$ cat src/rtl/c3ms_fifo.sv
// Small register-based queue of a generic payload type.
// Used between front and back and as the result queue. No dependencies.
module c3ms_fifo #(
  parameter type T     = logic,
  parameter int  DEPTH = 4
) (
  input  logic                       clk_i,
  input  logic                       rst_ni,
  input  logic                       push_i,
  input  T                           data_i,
  output logic                       full_o,
  input  logic                       pop_i,
  output T                           data_o,
  output logic                       empty_o,
  output logic [$clog2(DEPTH+1)-1:0] count_o
);

  localparam int PW = $clog2(DEPTH);
  localparam int NW = $clog2(DEPTH+1);

  T              mem_q [DEPTH];
  logic [PW-1:0] wr_ptr_q, rd_ptr_q;
  logic [NW-1:0] cnt_q;
  logic          push_ok, pop_ok;

  assign full_o  = (cnt_q == NW'(DEPTH));
  assign empty_o = (cnt_q == '0);
  assign count_o = cnt_q;
  assign data_o  = mem_q[rd_ptr_q];
  assign push_ok = push_i && !full_o;
  assign pop_ok  = pop_i && !empty_o;

  always_ff @(posedge clk_i) begin
    if (push_ok) begin
      mem_q[wr_ptr_q] <= data_i;
    end
  end

  always_ff @(posedge clk_i or negedge rst_ni) begin
    if (!rst_ni) begin
      wr_ptr_q <= '0;
      rd_ptr_q <= '0;
      cnt_q    <= '0;
    end else begin
      if (push_ok) begin
        wr_ptr_q <= wr_ptr_q + 1'b1;
      end
      if (pop_ok) begin
        rd_ptr_q <= rd_ptr_q + 1'b1;
      end
      if (push_ok && !pop_ok) begin
        cnt_q <= cnt_q + 1'b1;
      end else if (!push_ok && pop_ok) begin
        cnt_q <= cnt_q - 1'b1;
      end
    end
  end

endmodule

$ cat config.mk
export PLATFORM = sky130hd
export DESIGN_NAME = c3ms_fifo
export DESIGN_NICKNAME = d
export VERILOG_FILES = /design/src/rtl/c3ms_fifo.sv
export SDC_FILE = /design/constraint.sdc
export NUM_CORES = 1
export LEC_CHECK = 0
export BUFFER_PORTS_ARGS = -buffer_cell sky130_fd_sc_hd__buf_2
export CAP_MARGIN = 25
export CORE_AREA = 2 2 39 41
export CTS_CLUSTER_SIZE = 8
export DETAILED_ROUTE_END_ITERATION = 7
export DIE_AREA = 0 0 41 43
export PLACE_DENSITY_LB_ADDON = 0.3
export REMOVE_ABC_BUFFERS = 1
export SETUP_SLACK_MARGIN = 0.4
export SLEW_MARGIN = 20
export SYNTH_ARGS = -nofsm -noshare
export SYNTH_HDL_FRONTEND = slang
export SYNTH_SLANG_ARGS = --single-unit
$ cat constraint.sdc
create_clock -name clk_i -period 2.6 [get_ports clk_i]
set_input_delay 0.78 -clock clk_i [delete_from_list [all_inputs] [get_ports clk_i]]
set_output_delay 0.78 -clock clk_i [all_outputs]
set_load 0.02 [all_outputs]
Word level (Yosys, flattened, before mapping)
Memory sizes are Yosys's and may differ from the RTL's.
Index checks and enable logic that the tools add are counted.
- $add $sub $neg: 4
- equal/unequal tests: 1
- muxes and demuxes: 4
- reduce and logical (&&, ||, !) cells: 10
- operators with widths (cell ; number):
    two-way mux 3 bit ; 2
    adder 2 x 1 -> 2 bit (second input constant) ; 2
    logical AND 1 bit ; 4
    logical NOT 1 bit ; 4
    adder 3 x 1 -> 3 bit (second input constant) ; 1
    equality test 3 bit (second input constant) ; 1
    logical NOT 3 bit ; 1
    subtractor 3 x 1 -> 3 bit (second input constant) ; 1
    two-way mux 1 bit ; 2
    nonzero test 2 bit ; 1
- bits in registers: 7
- bits in writable memories: 4
- logic and storage cells: 23
- memories: 1
- memories (memory ; depth ; width ; rd ports ; clocked after memory_dff ; wr ports ; line ; text):
    mem_q ; 4 ; 1 ; 1 ; 0 ; 1 ; 21 ; T mem_q [DEPTH];

Depth between registers and ports, before layout
- depth in word-level cells: 7
- mapped depth: 9
- gate-level depth less buffers: 8

Worst setup path before layout
Ideal clock, no wire load.
- path kind: reg2reg
- start point: register cnt_q[0], in the netlist count_o[0]
- end point: register cnt_q[1], in the netlist count_o[1]
- setup time: 0.125 ns
- data arrival time: 2.024 ns
- data required time: 2.475 ns
- slack: 0.452 ns
- stages on the path, launching flop included: 8
- path buffers: 1
- clock period less this slack: 2.148 ns
- cells stage by stage: dfrtp_1 > nor3b_4 > nor2b_1 > buf_6 > ha_1 > inv_1 > fa_1 > mux2_2
- cells in the longest elaborated chain, start to end: 6
- elaborated cells on any way between the ends: 15
- classes of those cells: add/sub (2); eq/ne (1); mux (2); reduce/logical (10)
- ends and longest elaborated chain (element ; line ; text):
    start, declared ; 23 ; logic [NW-1:0] cnt_q;
    start signal, assigned ; 52 ; cnt_q <= cnt_q + 1'b1;
    start signal, assigned ; 54 ; cnt_q <= cnt_q - 1'b1;
    equality test 3 bit * ; 26 ; assign full_o = (cnt_q == NW'(DEPTH));
    net full_o ; 11 ; output logic full_o,
    logical NOT 1 bit * ; 30 ; assign push_ok = push_i && !full_o;
    logical AND 1 bit * ; 30 ;
    net push_ok ; 24 ; logic push_ok, pop_ok;
    logical NOT 1 bit ; 53 ; end else if (!push_ok && pop_ok) begin
    logical AND 1 bit ; 53 ;
    nonzero test 2 bit (no source line) ; - ;
The timed path passes the listed nets; every way through them passes the cells marked *. The select of a mux whose other input is x is not followed.
A chain may end at the register's enable or synchronous reset.

Final worst setup path
- start point: register rd_ptr_q[0]
- end point: output port data_o
- cells in the longest elaborated chain, start to end: 1
- ends and longest elaborated chain (element ; line ; text):
    start, declared ; 22 ; logic [PW-1:0] wr_ptr_q, rd_ptr_q;
    start signal, assigned ; 49 ; rd_ptr_q <= rd_ptr_q + 1'b1;
    memory (4 x 1 bit) ; - ;
    end, declared ; 13 ; output T data_o,
Every way passes these cells.

==> flow_summary.yaml <==
power:
  switchingPower_uw: 326
  combPwrFrac_pct: 47.3
  pwr-share-clk_pct: 13.8
  sw_frac_of_total_pct: 38.6
  pwr_density_cell_nw_per_um2: 1240
  total_leakage_power_uw: 0.000318
  intPower_uw: 518
  vdd_drop_max_mv: 0.448
  power_frac_seq_pct: 38.9
critical_path:
  path_max_fanout: 3
  cp.required_ns: 1.82
  cpLargestDelayFamily: "multiplexers"
  start_kind: "flip-flop"
  worstPathCellList: "mux4_2 -> buf_2"
  cp_num_buf_inv: 1
  critical-path-slowest-cell: "mux4_2"
  crit_path_end_kind: "output pin"
  cp_data_arrival_time_ns: 1.36
  timing_worst_setup_path_type: "reg -> out"
  cpPeakStageDelay_ns: 0.51
global_routing:
  grt_use_met1_pct: 16.4
  grt_pass1_vias: 315
  antenna_found_initial: 0
  grt_busiest_layer: "met2"
  grt-ovfl-total: 0
  grt_use_met3_pct: 3.14
  track_usage_pct: 12.3
  met2_usage_pct: 16.9
  grt_max_degree: 8
  grt_pass1_wl_mm: 1.38
logic_synthesis:
  synthCells: 42
  synthTopCellsByArea: "dfrtp_1, edfxtp_1, ha_1"
  synth.avg_cell_area_um2: 13.7
  netlist_area_um2: 576
  seq_area_frac_synth_pct: 51.3
  synth_seq_cells: 11
  synth_cell_type_count: 18
  ys_warn_count: 0
  yosys.area.top_type: "dfrtp_1"
  netlist.area_leader.share_pct: 30.4
sta:
  setup_ws_ns: 0.460
  worstMarginPinSlew_ns: 0.187
  setup_violations: 0
  clock_skew_ns: 0.00614
  finalSetupTns_ns: 0
  slew_viol_final: 0
  min_period_ns: 2.14
  fin_crit_sh_pct: 82.3
  clock.fmax_mhz: 467
  finalHoldViolations: 0
  whs_ns: 0.333
  rsz0062_at_grt: "false"
  relSlewSlack_pct: 87.5
cts:
  cts.path.max_buffers: 2
  clk_latency_ns: 0.26
  ctsHoldBuffers: 0
  cts-root-buf: "clkbuf_4"
  cts_buffers: 3
  cts_htree_levels: 1
  path_clk_slew_ns: 0.07
  numClockSinks: 11
  tritoncts: "built"
drt:
  num_vias: 344
  ant_nets: 0
  avgRoutedWirePerCell_um: 11.7
  drt_iter0_drc: 6
  vias_per_cell: 4.71
  drtPass1Iterations: 2
  finalWirelength_um: 854
  remaining_drc_errors: 0
placed_design:
  dp_slack_ns: 0.423
  dpl.hpwl_um: 657
  portBuffers: 10
  gp_congestion: 0.722
  place_area_um2: 642
hold_path:
  hp-class: "in -> async"
die:
  io_pins: 11
  dieArea_um2: 1760
  rows: 14
  core_area_um2: 1380
  die-height_um: 43
  die_w_um: 41
  initial_core_util_pct: 41.6
flow_run:
  max_cap_violations: 0
cells_and_area:
  layout_commonest_cell: "buf_2"
  diodes: 0
  drive_above_1_share_pct: 36.8
  fin_area_um2: 678
  synthToLayoutAreaGrowth_pct: 17.8
  final_nets: 69
  final_cell_mix: "buf_2, ha_1, dfrtp_1"
  fillCellCount: 126
outcome:
  status: "finished clean"
## metrics by stage
step                      utilization (%)  total power [uW]  instances
after floorplan                         -               611         41
after global placement               46.4               703         68
after detailed placement             46.4               714         68
after CTS                            48.3               841         72
after global routing                 49.0               909         73
final                                49.0               843         73
## final timing paths
path                                    end   startpoint  cells after the start  slack, ns
worst max-delay path                 data_o  rd_ptr_q[0]                      2       0.46
worst min-delay path            rd_ptr_q[1]       rst_ni                      1       0.33
worst max register to register   count_o[2]   count_o[0]                      8       0.50
worst min register to register  rd_ptr_q[1]  rd_ptr_q[1]                      1       0.49
max in group asynchronous        count_o[0]       rst_ni                      1       2.10
min in group clk_i              rd_ptr_q[1]  rd_ptr_q[1]                      1       0.49
## Yosys cell counts, drive strengths merged
master  n
dfrtp   7
ha      5
edfxtp  4
inv     4
xnor2   4
and2    3
mux2    2
nand2   2
nor2    2
xor2    2
buf     1
fa      1
mux4    1
nand3   1
nor2b   1
nor3b   1
or3     1
## power by group through the flow
stage	clock network [uW]	registers [uW]	logic (uW)
4_1_cts	121	333	387
2_1_floorplan	0	353	259
3_5_place_dp	0	337	377
5_1_grt	132	342	436
6_report	116	328	399
3_3_place_gp	0	334	370
## layout make-up
class | count | area (um2) | area share (%)
timing repair buffer | 12 | 65.1 | 9.59
clock buffer | 4 | 26.3 | 3.87
tap | 16 | 20.0 | 2.95
inverter | 4 | 15.0 | 2.21
sequential | 11 | 298 | 43.9
multi-input combinational | 26 | 254 | 37.5
## per-layer routing
metal | share of wire (%) | vias up
met1 | 41 | 173
met3 | 3.6 | 0
met4 | 0 | 0
met2 | 55 | 5
met5 | 0 | -
li1 | - | 166
## state kept, by name, indices dropped and copies added (netlist names)
register and cells:
rd_ptr_q 2, count_o 3, wr_ptr_q 2, mem_q 4
## timing repair
item,in CTS,in global routing
setup endpoints to repair,0,2
gates resized for setup,0,2
hold endpoints to repair,0,0
buffers inserted,0,1
## cell families after synthesis
family	Yosys count	synth area share (%)
and+or+nand+nor	11	12.2
DFF	11	51.3
xor gates and xnor gates	6	9.13
adders and majority gates	6	14.3
buffers and inverters	5	4.56
muxes	3	8.48
(Power assumes the default switching activity.)
