## src/rtl/c3ms_pkg.sv

```systemverilog
// Shared types and constants of the 3x3 mean / Laplace / sharpen filter.
// Holds the item payloads, the front-to-back queue entry and the register map.
// No dependencies.
package c3ms_pkg;

  localparam int DEF_MAX_WIDTH      = 1024;
  localparam int DEF_MAX_HEIGHT     = 4096;
  localparam int DEF_GAIN_FRAC_BITS = 8;

  localparam int PIX_W    = 8;
  localparam int MODE_W   = 2;
  localparam int GAIN_W   = 12;
  localparam int WREG_W   = 11;
  localparam int HREG_W   = 13;
  localparam int SUM9_W   = 12;
  localparam int SUM4_W   = 10;
  localparam int CFG_AW   = 4;
  localparam int CFG_DW   = 32;

  localparam int MQ_DEPTH  = 4;
  localparam int RES_DEPTH = 8;

  // floor(x/9) == (x * DIV9_MULT) >> DIV9_SHIFT for every x below 2296
  localparam int DIV9_MULT  = 116509;
  localparam int DIV9_MULT_W = 17;
  localparam int DIV9_SHIFT = 20;

  localparam logic [1:0] REG_FILTER_MODE  = 2'd0;
  localparam logic [1:0] REG_SHARPEN_GAIN = 2'd1;
  localparam logic [1:0] REG_IMAGE_WIDTH  = 2'd2;
  localparam logic [1:0] REG_IMAGE_HEIGHT = 2'd3;

  localparam logic [MODE_W-1:0] MODE_BOX     = 2'd0;
  localparam logic [MODE_W-1:0] MODE_LAPLACE = 2'd1;
  localparam logic [MODE_W-1:0] MODE_SHARPEN = 2'd2;

  localparam logic ACTION_PIXEL = 1'b0;
  localparam logic ACTION_DRAIN = 1'b1;

  typedef struct packed {
    logic             action;
    logic [PIX_W-1:0] pixel_value;
  } in_item_t;

  typedef struct packed {
    logic [PIX_W-1:0] filtered_value;
    logic             frame_last;
  } out_item_t;

  typedef struct packed {
    logic up;
    logic down;
    logic left;
    logic right;
  } tap_mask_t;

  typedef struct packed {
    logic             wr;
    logic [PIX_W-1:0] pixel;
    logic             emit;
    tap_mask_t        mask;
    logic             last;
  } mq_entry_t;

  typedef struct packed {
    logic [MODE_W-1:0] mode;
    logic [GAIN_W-1:0] gain;
  } cfg_t;

endpackage

```

## src/rtl/c3ms_front.sv

```systemverilog
// Front end: accepts pixel and drain items, tracks the backlog and output
// position, decides whether a result is due and queues the work. Uses c3ms_pkg.
module c3ms_front #(
  parameter int MAX_WIDTH  = c3ms_pkg::DEF_MAX_WIDTH,
  parameter int MAX_HEIGHT = c3ms_pkg::DEF_MAX_HEIGHT
) (
  input  logic                            clk_i,
  input  logic                            rst_ni,
  input  logic                            restart_i,
  input  logic [$clog2(MAX_WIDTH+1)-1:0]  w_i,
  input  logic [$clog2(MAX_HEIGHT+1)-1:0] h_i,
  input  logic                            push_i,
  input  c3ms_pkg::in_item_t              item_i,
  input  logic                            mq_full_i,
  output logic                            mq_push_o,
  output c3ms_pkg::mq_entry_t             mq_entry_o
);

  import c3ms_pkg::*;

  localparam int WW = $clog2(MAX_WIDTH+1);
  localparam int HW = $clog2(MAX_HEIGHT+1);
  localparam int CW = $clog2(MAX_WIDTH);
  localparam int RW = (MAX_HEIGHT > 1) ? $clog2(MAX_HEIGHT) : 1;
  localparam int BW = $clog2(MAX_WIDTH+3) + 1;

  logic [BW-1:0] backlog_q, backlog_d;
  logic [CW-1:0] out_col_q, out_col_d;
  logic [RW-1:0] out_row_q, out_row_d;

  logic          take, is_pix, emit, last_col, last_row, penult_row;
  logic [WW:0]   col_p1;
  logic [HW:0]   row_p1, row_p2;
  logic [BW-1:0] bl_new, need, w_x;

  always_comb begin
    take       = push_i && !mq_full_i;
    is_pix     = (item_i.action == ACTION_PIXEL);
    col_p1     = (WW+1)'(out_col_q) + 1'b1;
    row_p1     = (HW+1)'(out_row_q) + 1'b1;
    row_p2     = (HW+1)'(out_row_q) + 2'd2;
    last_col   = (col_p1 == (WW+1)'(w_i));
    last_row   = (row_p1 == (HW+1)'(h_i));
    penult_row = (row_p2 == (HW+1)'(h_i));
    w_x        = BW'(w_i);
    // results wait for the pixel one row and one pixel on, or the frame end
    if (last_row) begin
      need = w_x - BW'(out_col_q);
    end else if (penult_row && last_col) begin
      need = w_x + 1'b1;
    end else begin
      need = w_x + 2'd2;
    end
    bl_new = backlog_q + BW'(is_pix);
    emit   = take && (bl_new >= need);

    backlog_d = backlog_q;
    out_col_d = out_col_q;
    out_row_d = out_row_q;
    if (take) begin
      backlog_d = bl_new - BW'(emit);
    end
    if (emit) begin
      if (last_col) begin
        out_col_d = '0;
        out_row_d = last_row ? '0 : out_row_q + 1'b1;
      end else begin
        out_col_d = out_col_q + 1'b1;
      end
    end
    if (restart_i) begin
      backlog_d = '0;
      out_col_d = '0;
      out_row_d = '0;
    end

    mq_push_o             = take && (is_pix || emit);
    mq_entry_o.wr         = is_pix;
    mq_entry_o.pixel      = item_i.pixel_value;
    mq_entry_o.emit       = emit;
    mq_entry_o.mask.up    = (out_row_q != '0);
    mq_entry_o.mask.down  = !last_row;
    mq_entry_o.mask.left  = (out_col_q != '0);
    mq_entry_o.mask.right = !last_col;
    mq_entry_o.last       = last_row && last_col;
  end

  always_ff @(posedge clk_i or negedge rst_ni) begin
    if (!rst_ni) begin
      backlog_q <= '0;
      out_col_q <= '0;
      out_row_q <= '0;
    end else begin
      backlog_q <= backlog_d;
      out_col_q <= out_col_d;
      out_row_q <= out_row_d;
    end
  end

  a_restart_clears: assert property (@(posedge clk_i) disable iff (!rst_ni)
    restart_i |=> (backlog_q == '0) && (out_col_q == '0) && (out_row_q == '0))
    else $error("front: restart did not clear position");

  a_col_in_row: assert property (@(posedge clk_i) disable iff (!rst_ni)
    (WW+1)'(out_col_q) < (WW+1)'(w_i))
    else $error("front: output column beyond row width");

  a_row_in_frame: assert property (@(posedge clk_i) disable iff (!rst_ni)
    (HW+1)'(out_row_q) < (HW+1)'(h_i))
    else $error("front: output row beyond frame height");

endmodule

```

## config.mk

```make
export PLATFORM = sky130hd
export DESIGN_NAME = c3ms_front
export DESIGN_NICKNAME = d
export VERILOG_FILES = /design/src/rtl/c3ms_pkg.sv /design/src/rtl/c3ms_front.sv
export SDC_FILE = /design/constraint.sdc
export NUM_CORES = 1
export LEC_CHECK = 0
export BUFFER_PORTS_ARGS = -buffer_cell sky130_fd_sc_hd__buf_2
export CELL_PAD_IN_SITES_DETAIL_PLACEMENT = 1
export CELL_PAD_IN_SITES_GLOBAL_PLACEMENT = 1
export CORE_ASPECT_RATIO = 1.1
export CORE_MARGIN = 2
export CORE_UTILIZATION = 26
export DETAILED_ROUTE_END_ITERATION = 10
export GPL_TIMING_DRIVEN = 0
export PLACE_DENSITY_LB_ADDON = 0.15
export SLEW_MARGIN = 20
export SYNTH_ARGS = -nofsm -noshare
export SYNTH_HDL_FRONTEND = slang
export SYNTH_SLANG_ARGS = --single-unit
export TNS_END_PERCENT = 30
```

## constraint.sdc

```tcl
create_clock -name clk_i -period 6.4 [get_ports clk_i]
set_clock_uncertainty 0.2 [all_clocks]
set_input_delay 0.96 -clock clk_i [delete_from_list [all_inputs] [get_ports clk_i]]
set_output_delay 0.96 -clock clk_i [all_outputs]
set_load 0.01 [all_outputs]
```

# ---- Yosys cells after proc, flatten, opt, wreduce, memory -nomap -nowiden
# Index checks and enable logic that the tools add are counted.
dict set report totals {
  wordCells 44
  output_inout_bits 16
  inputBits 38
  reg_bits 34
}
dict set report classes {
  n_eq_ne 3
  bitwise 1
  n_mux 11
  n_lt_le_gt_ge 1
  addsub 10
  reduce_logical 15
}
# operator count
set op_table {}
lappend op_table {{$mux 12} 8}
lappend op_table {{$mux 10} 3}
lappend op_table {{$eq 13x13->1} 2}
lappend op_table {{$add 12x1->13 const B} 1}
lappend op_table {{$add 12x2->13 const B} 1}
lappend op_table {{$add 11x1->12 const B} 1}
lappend op_table {{$add 11x2->12 const B} 1}
lappend op_table {{$add 12x1->12} 1}
lappend op_table {{$add 12x1->12 const B} 1}
lappend op_table {{$ge 12x12->1} 1}
lappend op_table {{$reduce_bool 12->1} 1}
lappend op_table {{$sub 11x10->12} 1}
lappend op_table {{$sub 12x1->12} 1}
lappend op_table {{$add 10x1->11 const B} 1}
lappend op_table {{$eq 11x11->1} 1}
lappend op_table {{$add 10x1->10 const B} 1}
lappend op_table {{$reduce_bool 10->1} 1}
lappend op_table {{$reduce_bool 2->1} 3}
lappend op_table {{$logic_and 1x1->1} 5}
lappend op_table {{$logic_not 1->1} 3}
lappend op_table {{$reduce_and 2->1} 1}
lappend op_table {{$logic_or 1x1->1} 1}
lappend op_table {{$not 1->1} 1}

# ---- Depth between registers and ports, before layout
# Gate-level depths: netlist (run 1).
dict set report depth {
  depth_word 10
  depth_mapped 30
  ltp_nobuf 30
}

# ---- Worst setup path after synthesis (run 1)
# No wires, ideal clock.
dict set report synth_path {
  kind {input -> register}
  startpoint {input w_i[3]}
  endpoint {register backlog_q[10]}
  slack_ns 0.040
  stages 28
  path_buffers 3
  t_arrival_ns 6.082
  required_time_ns 6.122
  setup_ns 0.078
  cell_sequence {clkbuf_1 xor2_1 xnor2_1 nand4_1 or4_1 buf_2 or4b_1 buf_6 mux2_4 and3_4 nor3_1 ha_1 a21o_1 a21o_1 a21o_1 a41oi_1 nor2_1 nand3_1 inv_1 ha_1 ha_1 inv_1 nor3b_1 nor2_1 a21oi_1 a32oi_1 or3_1 a21oi_1}
}
dict set report synth_between {
  elab_chain_len 9
  word_cells_on_any_way 12
  classes_between {add/sub (4); order compare (1); eq/ne (1); mux (4); reduce/logical (2)}
}
# element line
set synth_lines {}
lappend synth_lines {{start: declaration} c3ms_front.sv:10} ;# input logic [$clog2(MAX_WIDTH+1)-1:0] w_i,
lappend synth_lines {{parallel branches: the longest is 3 deep, another holds $add 11x2->12} -}
lappend synth_lines {{$mux 12 *} c3ms_front.sv:47} ;# if (last_row) begin
lappend synth_lines {{$ge 12x12->1 *} c3ms_front.sv:55} ;# emit = take && (bl_new >= need);
lappend synth_lines {{$logic_and 1x1->1 *} c3ms_front.sv:55}
lappend synth_lines {{named net emit} c3ms_front.sv:31} ;# logic take, is_pix, emit, last_col, last_row, penult_row;
lappend synth_lines {{$sub 12x1->12 *} c3ms_front.sv:61} ;# backlog_d = bl_new - BW'(emit);
lappend synth_lines {{$mux 12 *} c3ms_front.sv:60} ;# if (take) begin
lappend synth_lines {{$mux 12 *} c3ms_front.sv:71} ;# if (restart_i) begin
lappend synth_lines {{end signal: assignment} c3ms_front.sv:94} ;# backlog_q <= backlog_d;
lappend synth_lines {{end: declaration} c3ms_front.sv:27} ;# logic [BW-1:0] backlog_q, backlog_d;
# Mark *: on every way through the listed nets, which the timed path passes. The select of a mux whose other input is x is not followed.
# A chain may end at the register's enable or synchronous reset.

# ---- Worst setup path in the final report (run 1)
dict set report layout_path {
  startpoint {input w_i[4]}
  endpoint {output mq_entry_o[5] in the netlist's numbering}
}
dict set report layout_between {
  elab_chain_len 6
  word_cells_on_any_way 9
  classes_between {add/sub (3); order compare (1); eq/ne (1); mux (2); reduce/logical (2)}
}
# element line
set layout_lines {}
lappend layout_lines {{parallel branches: the longest is 3 deep, another holds $add 11x2->12} -}
lappend layout_lines {{$mux 12 *} c3ms_front.sv:47}
lappend layout_lines {{$ge 12x12->1 *} c3ms_front.sv:55}
lappend layout_lines {{$logic_and 1x1->1 *} c3ms_front.sv:55}
lappend layout_lines {{end: declaration} c3ms_front.sv:16} ;# output c3ms_pkg::mq_entry_t mq_entry_o
# Mark *: on every way between the ends.

==> results of run 1 <==
-- cell type report --
cell class                 count  area (um^2)  share of cell area, %
buffer                        46          255                   4.57
sequential                    34          853                   15.3
inverter                      32          123                   2.20
clock inverter                 1         5.00                 0.0896
clock buffer                   7          143                   2.55
tap                          234          293                   5.24
timing repair buffer          63          374                   6.70
multi-input combinational    471         3540                   63.4
-- layer usage --
layer  track usage (%)  vias up  routed length [um]
li1                  -     2229                   -
met1              20.8     2237                7110
met2              31.6       68                8010
met3              2.38       14                 399
met4              3.72        0                 171
met5                 0        -                   0
-- cells in the final DEF (no fill, tap or decap), types with 3 or more instances in the layout --
cell type  count
nor2_1        43
buf_2         42
xnor2_1       41
o21ai_0       39
dfrtp_1       32
a21oi_1       30
nand2_1       30
buf_4         30
inv_1         29
ha_1          26
clkbuf_1      25
nand3_1       24
xor2_1        21
nand4_1       14
a21o_1        14
nor3_1        13
nand2b_1      12
or3_1         11
and3_1        11
mux2i_1        9
nor4_1         9
o31ai_1        7
a211oi_1       7
buf_6          6
clkbuf_16      5
or2_2          4
nor2b_1        4
o21a_1         4
nor3_2         4
ha_4           4
a21oi_2        3
a22oi_1        3
o22ai_1        3
o211ai_1       3
a31oi_1        3
buf_1          3
and2_1         3
ha_2           3
-- synth_stat cells (4+ instances only) --
master	instances	area, um^2
a211oi_1	8	60.1
a21o_1	14	105
a21oi_1	33	165
and3_1	11	68.8
buf_4	13	97.6
clkbuf_1	29	109
dfrtp_1	34	851
ha_1	33	413
inv_1	32	120
mux2i_1	9	90.1
nand2_1	30	113
nand2b_1	12	75.1
nand3_1	27	135
nand4_1	14	87.6
nor2_1	45	169
nor2b_1	5	31.3
nor3_1	19	95.1
nor4_1	12	75.1
nor4b_1	4	35.0
o21a_1	4	30.0
o21ai_0	40	200
o31ai_1	7	52.6
or2_2	4	25.0
or3_1	11	68.8
xnor2_1	42	368
xor2_1	23	201
-- timing repair --
| action | CTS | global route |
|---|---|---|
| pin swaps | 11 | 20 |
| buffers inserted | 7 | 12 |
| endpoints found under the setup margin | 35 | 28 |
| cloned | 0 | 1 |
| gates resized for setup | 36 | 33 |
-- sequential cells by signal (all words and copies together) (netlist names) --
name       flops
out_col_q     10
backlog_q     12
out_row_q     12
-- how the worst max path moves through the flow --
stage / startpoint / to / cells past startpoint / slack [ps]
floorplan: w_i[3] / backlog_q[10] / 28 / 40
detailed placement: w_i[3] / backlog_q[10] / 29 / -1240
finish: w_i[4] / mq_entry_o[5] / 22 / 170
global route: w_i[4] / mq_entry_o[5] / 22 / -10
global placement: w_i[3] / backlog_q[10] / 29 / -1120
CTS: w_i[4] / mq_entry_o[5] / 22 / 0.4
-- worst register-to-register path: cells and delay by family (launching register included) --
family,cells,cell delay [ps]
compound gates,7,850
flops,1,420
fa+ha+maj,4,780
mux,1,390
buf+inv,4,410
simple gates,11,2730
xor+xnor,1,170
-- power by group --
group	switching (mW)	leakage (nW)	internal, mW	total, mW
logic	0.0740	1.78	0.0561	0.130
registers	0.000668	0.471	0.216	0.216
clock network	0.108	0.0739	0.155	0.263
-- per-stage QoR --
stage,utilization (%),hold slack (ps)
CTS,31.6,331
global route,32.9,382
detailed placement,29.5,317
floorplan,-,284
global placement,29.5,305
finish,32.9,326
-- cells by family after synthesis --
| group | share of synthesized area (%) |
|---|---|
| multiplexers | 2.59 |
| AO/OA/AOI/OAI | 20.9 |
| flip-flops | 19.0 |
| adder cells (fa/ha/maj) | 9.65 |
| AND/OR/NAND/NOR | 25.7 |
| XOR/XNOR | 13.7 |
| buffers and inverters | 8.51 |
==> qor.json, run 1 <==
{
  "run_status": "finished, final reports clean",
  "vdd.ir_drop.worst_v": 0.0000768,
  "worst_hold_path.num_cells": 2,
  "route.detailed.drc": 0,
  "floorplan.initialDensity_pct": 26.5,
  "global_route.usage.total_pct": 17.1,
  "static-leakage-power_nw": 2.33,
  "grt_start_max_net_pins": 35,
  "total_of_endpoints_with_negative_setup_slack_in_the_final_report": 0,
  "worst_slew_margin_rel_pct": 38.8,
  "synth.ff_latch_count": 34,
  "chipWidth_um": 129,
  "postCtsHoldBufs": 0,
  "syn_inst": 586,
  "dieHeight_um": 142,
  "criticalPathCategory": "in2out",
  "synth_enable_flop_cells": 0,
  "io-pin-count": 54,
  "worst-r2r-cell-count": 28,
  "critPathTopFamily": "simple AND/OR/NAND/NOR gates",
  "routability_driven_placement_congestion_ratio": 0.815,
  "worst_setup_hold_path_clk_slew_ps": 60,
  "drtAntennaViolNets": 0,
  "detailedPlace.worstSlack_ps": -1240,
  "critical_path.startpoint_type": "primary input",
  "cts.sinks": 34,
  "std_cell_rows": 50,
  "post-layout-total-power_mw": 0.609,
  "synth-warning-count": 0,
  "min-delay-path-class": "reg2reg",
  "cts.htree.levels": 2,
  "antenna_violations_before_repair": 0,
  "period_share_pct": 97.3,
  "startpoint_of_the_most_critical_hold_path": "backlog_q[0]",
  "tightest_slew_ps": 918,
  "first_iter_violations": 170,
  "crit_required_ps": 5240,
  "post_synth_instance_area_um2": 4490,
  "timing.critical_path.fanout_max": 6,
  "core_region_area_um2": 17000,
  "finalHoldViolCount": 0,
  "fillCellCount": 2057,
  "reg2reg_setup_slack_ps": 350,
  "design.final.nets": 725,
  "cts_buffers": 5,
  "route.detailed.wl_per_inst_um": 17.7,
  "vias_per_cell": 5.12,
  "place_area_um2": 5000,
  "worstReg2RegStart": "out_col_q[0]",
  "critPathBufInv": 6,
  "path_cells": "clkbuf_4 > xor2_2 > xnor2_2 > nor3_4 > nand4_1 > or4_4 > buf_6 > or4b_4 > o2111ai_2 > xnor2_1 > mux2i_1 > ha_1 > a21o_1 > a21o_1 > a21o_1 > a41oi_2 > nor2_2 > nand3_2 > inv_4 > buf_4 > buf_4 > buf_2",
  "category_of_the_worst_setup_path_capture_point": "output pin",
  "crit_path_max_incr_delay_ps": 560,
  "clk_root_buffer_cell": "clkbuf_16",
  "clock_insertion_delay_worst_skew_ps": 300,
  "detail_route.first_pass.iterations": 4,
  "routed_wirelength_um": 15700,
  "crit_top_cell": "a21o_1",
  "dp_cells": 864,
  "worst-endpoint-arrival_ps": 5070,
  "avg_cell_area_syn_um2": 7.66,
  "diodes": 0,
  "layout.cells.non_filler": 888,
  "max_freq_mhz": 161,
  "critPathSlowestCell": "or4b_4",
  "io_buffer_count": 44,
  "synth_cell_types": 69,
  "postSynthNetCount": 658,
  "worst_slack_ps": 170,
  "maxCapViolations": 0,
  "fin_crit_ps": 6230,
  "tritoncts": "built",
  "synth-seq-area-share_pct": 19.0,
  "place_hpwl_um": 11700,
  "route.vias.total": 4548,
  "die-area_um2": 18300,
  "power_per_cell_area_nw_per_um2": 109,
  "globalRouteOverflowTotal": 0,
  "postSynth.topFlopCell": "dfrtp_1",
  "timing.hold.worst_endpoint": "backlog_q[0]",
  "fin_tns_setup_ps": 0,
  "cts_max_path_bufs": 2,
  "timing.final.max_slew_violations": 0,
  "final_area_um2": 5580,
  "area_growth_pct": 24.5,
  "grt_pass1_wl_um": 24600,
  "final_layout_size_suffix_gt1_share_pct": 22.8,
  "synthArstFlopShare_pct": 100,
  "worstReg2RegEnd": "backlog_q[10]",
  "first_global_vias": 4674
}
Note: power is estimated with default switching activity, not from simulation.
==> inputs of run 2 (changes only) <==
Settings changed: PLACE_DENSITY_LB_ADDON 0.15 to 0.1.
==> run 2 against run 1 <==
Net effect: final cell count fell by 0.68%; clock power fell by 8.0%; combinational power barely moved; critical path type unchanged; largest cell class unchanged.
==> qor.json, run 2 (synthesis results as in run 1) <==
{
  "total_of_endpoints_with_negative_setup_slack_in_the_final_report": 0,
  "tightest_slew_ps": 892,
  "cts_max_path_bufs": 2,
  "first_iter_violations": 192,
  "floorplan.initialDensity_pct": 26.5,
  "layout.cells.most_common": "nor2_1",
  "place_hpwl_um": 11900,
  "first_global_vias": 4849,
  "grt_pass1_wl_um": 25500,
  "detail_route.first_pass.iterations": 4,
  "seqPwrFrac_pct": 37.0,
  "power_switching_mw": 0.171,
  "die-area_um2": 18300,
  "routability_driven_placement_congestion_ratio": 0.783,
  "final_area_um2": 5500,
  "place_area_um2": 5000,
  "vias_per_cell": 5.16,
  "multi_input_area_um2": 3490,
  "run_status": "finished, final reports clean",
  "antenna_violations_before_repair": 0,
  "route.vias.total": 4554,
  "power_per_cell_area_nw_per_um2": 106,
  "criticalPathCategory": "in2out",
  "cts.sinks": 34,
  "power_frac_comb_pct": 21.7,
  "fin_crit_ps": 6190,
  "timing.final.max_slew_violations": 0,
  "largestRegisters": "backlog_q x12, out_row_q x12, out_col_q x10",
  "timing.critical_path.fanout_max": 4,
  "drtAntennaViolNets": 0,
  "worst-endpoint-arrival_ps": 5030,
  "max_freq_mhz": 162,
  "timing.critical_path.depth": 20,
  "global_route.usage.total_pct": 17.6,
  "io_buffer_count": 44,
  "finalHoldViolCount": 0,
  "period_share_pct": 96.7,
  "fin_tns_setup_ps": 0,
  "clk_root_buffer_cell": "clkbuf_16",
  "area_growth_pct": 22.7,
  "power.share.switching_pct": 29.2,
  "category_of_the_worst_setup_path_capture_point": "output pin",
  "critical_path.startpoint_type": "primary input",
  "clockPowerShare_pct": 41.3,
  "cts.htree.levels": 2,
  "routed_wirelength_um": 15500,
  "final_layout_worst_hold_slack_ps": 329,
  "std_cell_rows": 50,
  "layout.cells.most_common_list": "nor2_1 (43), xnor2_1 (42), buf_2 (42), o21ai_0 (39), dfrtp_1 (32)",
  "io-pin-count": 54,
  "worst_slew_margin_rel_pct": 40.5,
  "static-leakage-power_nw": 2.27,
  "crit_path_max_incr_delay_ps": 580,
  "path_cells": "buf_12 > xor2_2 > xnor2_1 > nor3_2 > nand4_1 > or4_4 > or4b_4 > mux2_4 > nor4_4 > nor3_4 > ha_2 > a21o_1 > a21o_1 > a21o_1 > nor3_2 > o21ai_2 > nand3_2 > inv_4 > buf_4 > buf_2",
  "vdd.ir_drop.worst_v": 0.0000771,
  "dieHeight_um": 142,
  "chipWidth_um": 129,
  "worst_slack_ps": 213,
  "crit_required_ps": 5240,
  "final_layout_size_suffix_gt1_share_pct": 21.6,
  "core_region_area_um2": 17000,
  "route.detailed.drc": 0,
  "globalRouteOverflowTotal": 0,
  "cts_buffers": 5,
  "grt_start_max_net_pins": 35,
  "critPathTopFamily": "simple AND/OR/NAND/NOR gates",
  "crit_top_cell": "a21o_1",
  "worst_setup_hold_path_clk_slew_ps": 50,
  "critPathSlowestCell": "or4_4",
  "route.detailed.wl_per_inst_um": 17.6,
  "diodes": 0,
  "postCtsHoldBufs": 0,
  "fillCellCount": 2057,
  "maxCapViolations": 0,
  "critPathBufInv": 4,
  "design.final.nets": 720,
  "utilization_pct": 32.5,
  "tritoncts": "built",
  "worst_hold_path.num_cells": 2,
  "detailedPlace.worstSlack_ps": -1210,
  "worst-r2r-cell-count": 27,
  "regArea_um2": 853,
  "min-delay-path-class": "reg2reg",
  "clock_insertion_delay_worst_skew_ps": 290,
  "cell_internal_pwr_mw": 0.414
}
[run 2: changes by cell type in the layout (fill, tap and decap cells not counted), sizes merged]
cell	previous run	this run
buf	81	79
clkbuf	35	33
clkinv	1	0
or4b	2	1
[run 2: metal layers]
layer / up-vias / track usage (%) / part of all wire (%)
met5: - / 0 / 0
met4: 0 / 4.81 / 1.5
met3: 11 / 2.34 / 2.5
met2: 57 / 31.2 / 51
met1: 2261 / 22.3 / 45
li1: 2225 / - / -
[run 2: path summary, 6_finish.rpt]
kind / from / end / slack [ps]
worst max register to register: out_col_q[0] / backlog_q[10] / 380
max in group asynchronous: rst_ni / out_col_q[0] / 4800
min in group asynchronous: rst_ni / out_row_q[11] / 580
worst min register to register: backlog_q[0] / backlog_q[0] / 330
worst max-delay path: w_i[4] / mq_entry_o[5] / 210
worst min-delay path: backlog_q[0] / backlog_q[0] / 330
[run 2: layout make-up]
cell class,count,share of cell area [%]
Multi-Input combinational cell,470,63.5
Buffer,45,4.39
Tap cell,234,5.32
Inverter,32,2.27
Sequential cell,34,15.5
Timing Repair Buffer,60,6.62
Clock buffer,7,2.41
[run 2: metrics by stage]
step / instances / power (mW)
after detailed placement: 864 / 0.339
after floorplan: 586 / 0.293
after global placement: 864 / 0.336
final: 882 / 0.585
after global routing: 882 / 0.618
after CTS: 879 / 0.593
[run 2: repair_timing]
| item | CTS | global route |
|---|---|---|
| setup buffers | 10 | 6 |
| endpoints found under the hold margin | 0 | 0 |
| endpoints found under the setup margin | 35 | 29 |
| resized for setup | 35 | 36 |
| pin swaps | 8 | 19 |
[run 2: worst register-to-register path: stages (launching register included)]
cell and delay [ps]:
dfrtp_2 460, inv_1 100, ha_1 330, xor2_1 160, nor3_2 170, nand4_1 120, or4_4 580, or4b_4 570
mux2_4 380, and3_4 200, nor3_4 110, ha_2 190, a21o_1 120, a21o_1 100, a21o_1 200, a41oi_2 70
nor2_2 200, nand3_2 140, inv_4 130, ha_4 150, ha_4 160, inv_4 40, nor3b_4 240, nor2_1 80
a21oi_1 120, a32oi_1 120, or3_1 380, a21oi_1 130
[run 2: power groups by stage]
stage               Combinational (mW)  Sequential, mW  Clock (mW)
floorplan                       0.0725           0.220           0
global placement                 0.116           0.220           0
detailed placement               0.119           0.220           0
CTS                              0.124           0.216       0.253
global route                     0.144           0.216       0.258
finish                           0.127           0.216       0.242
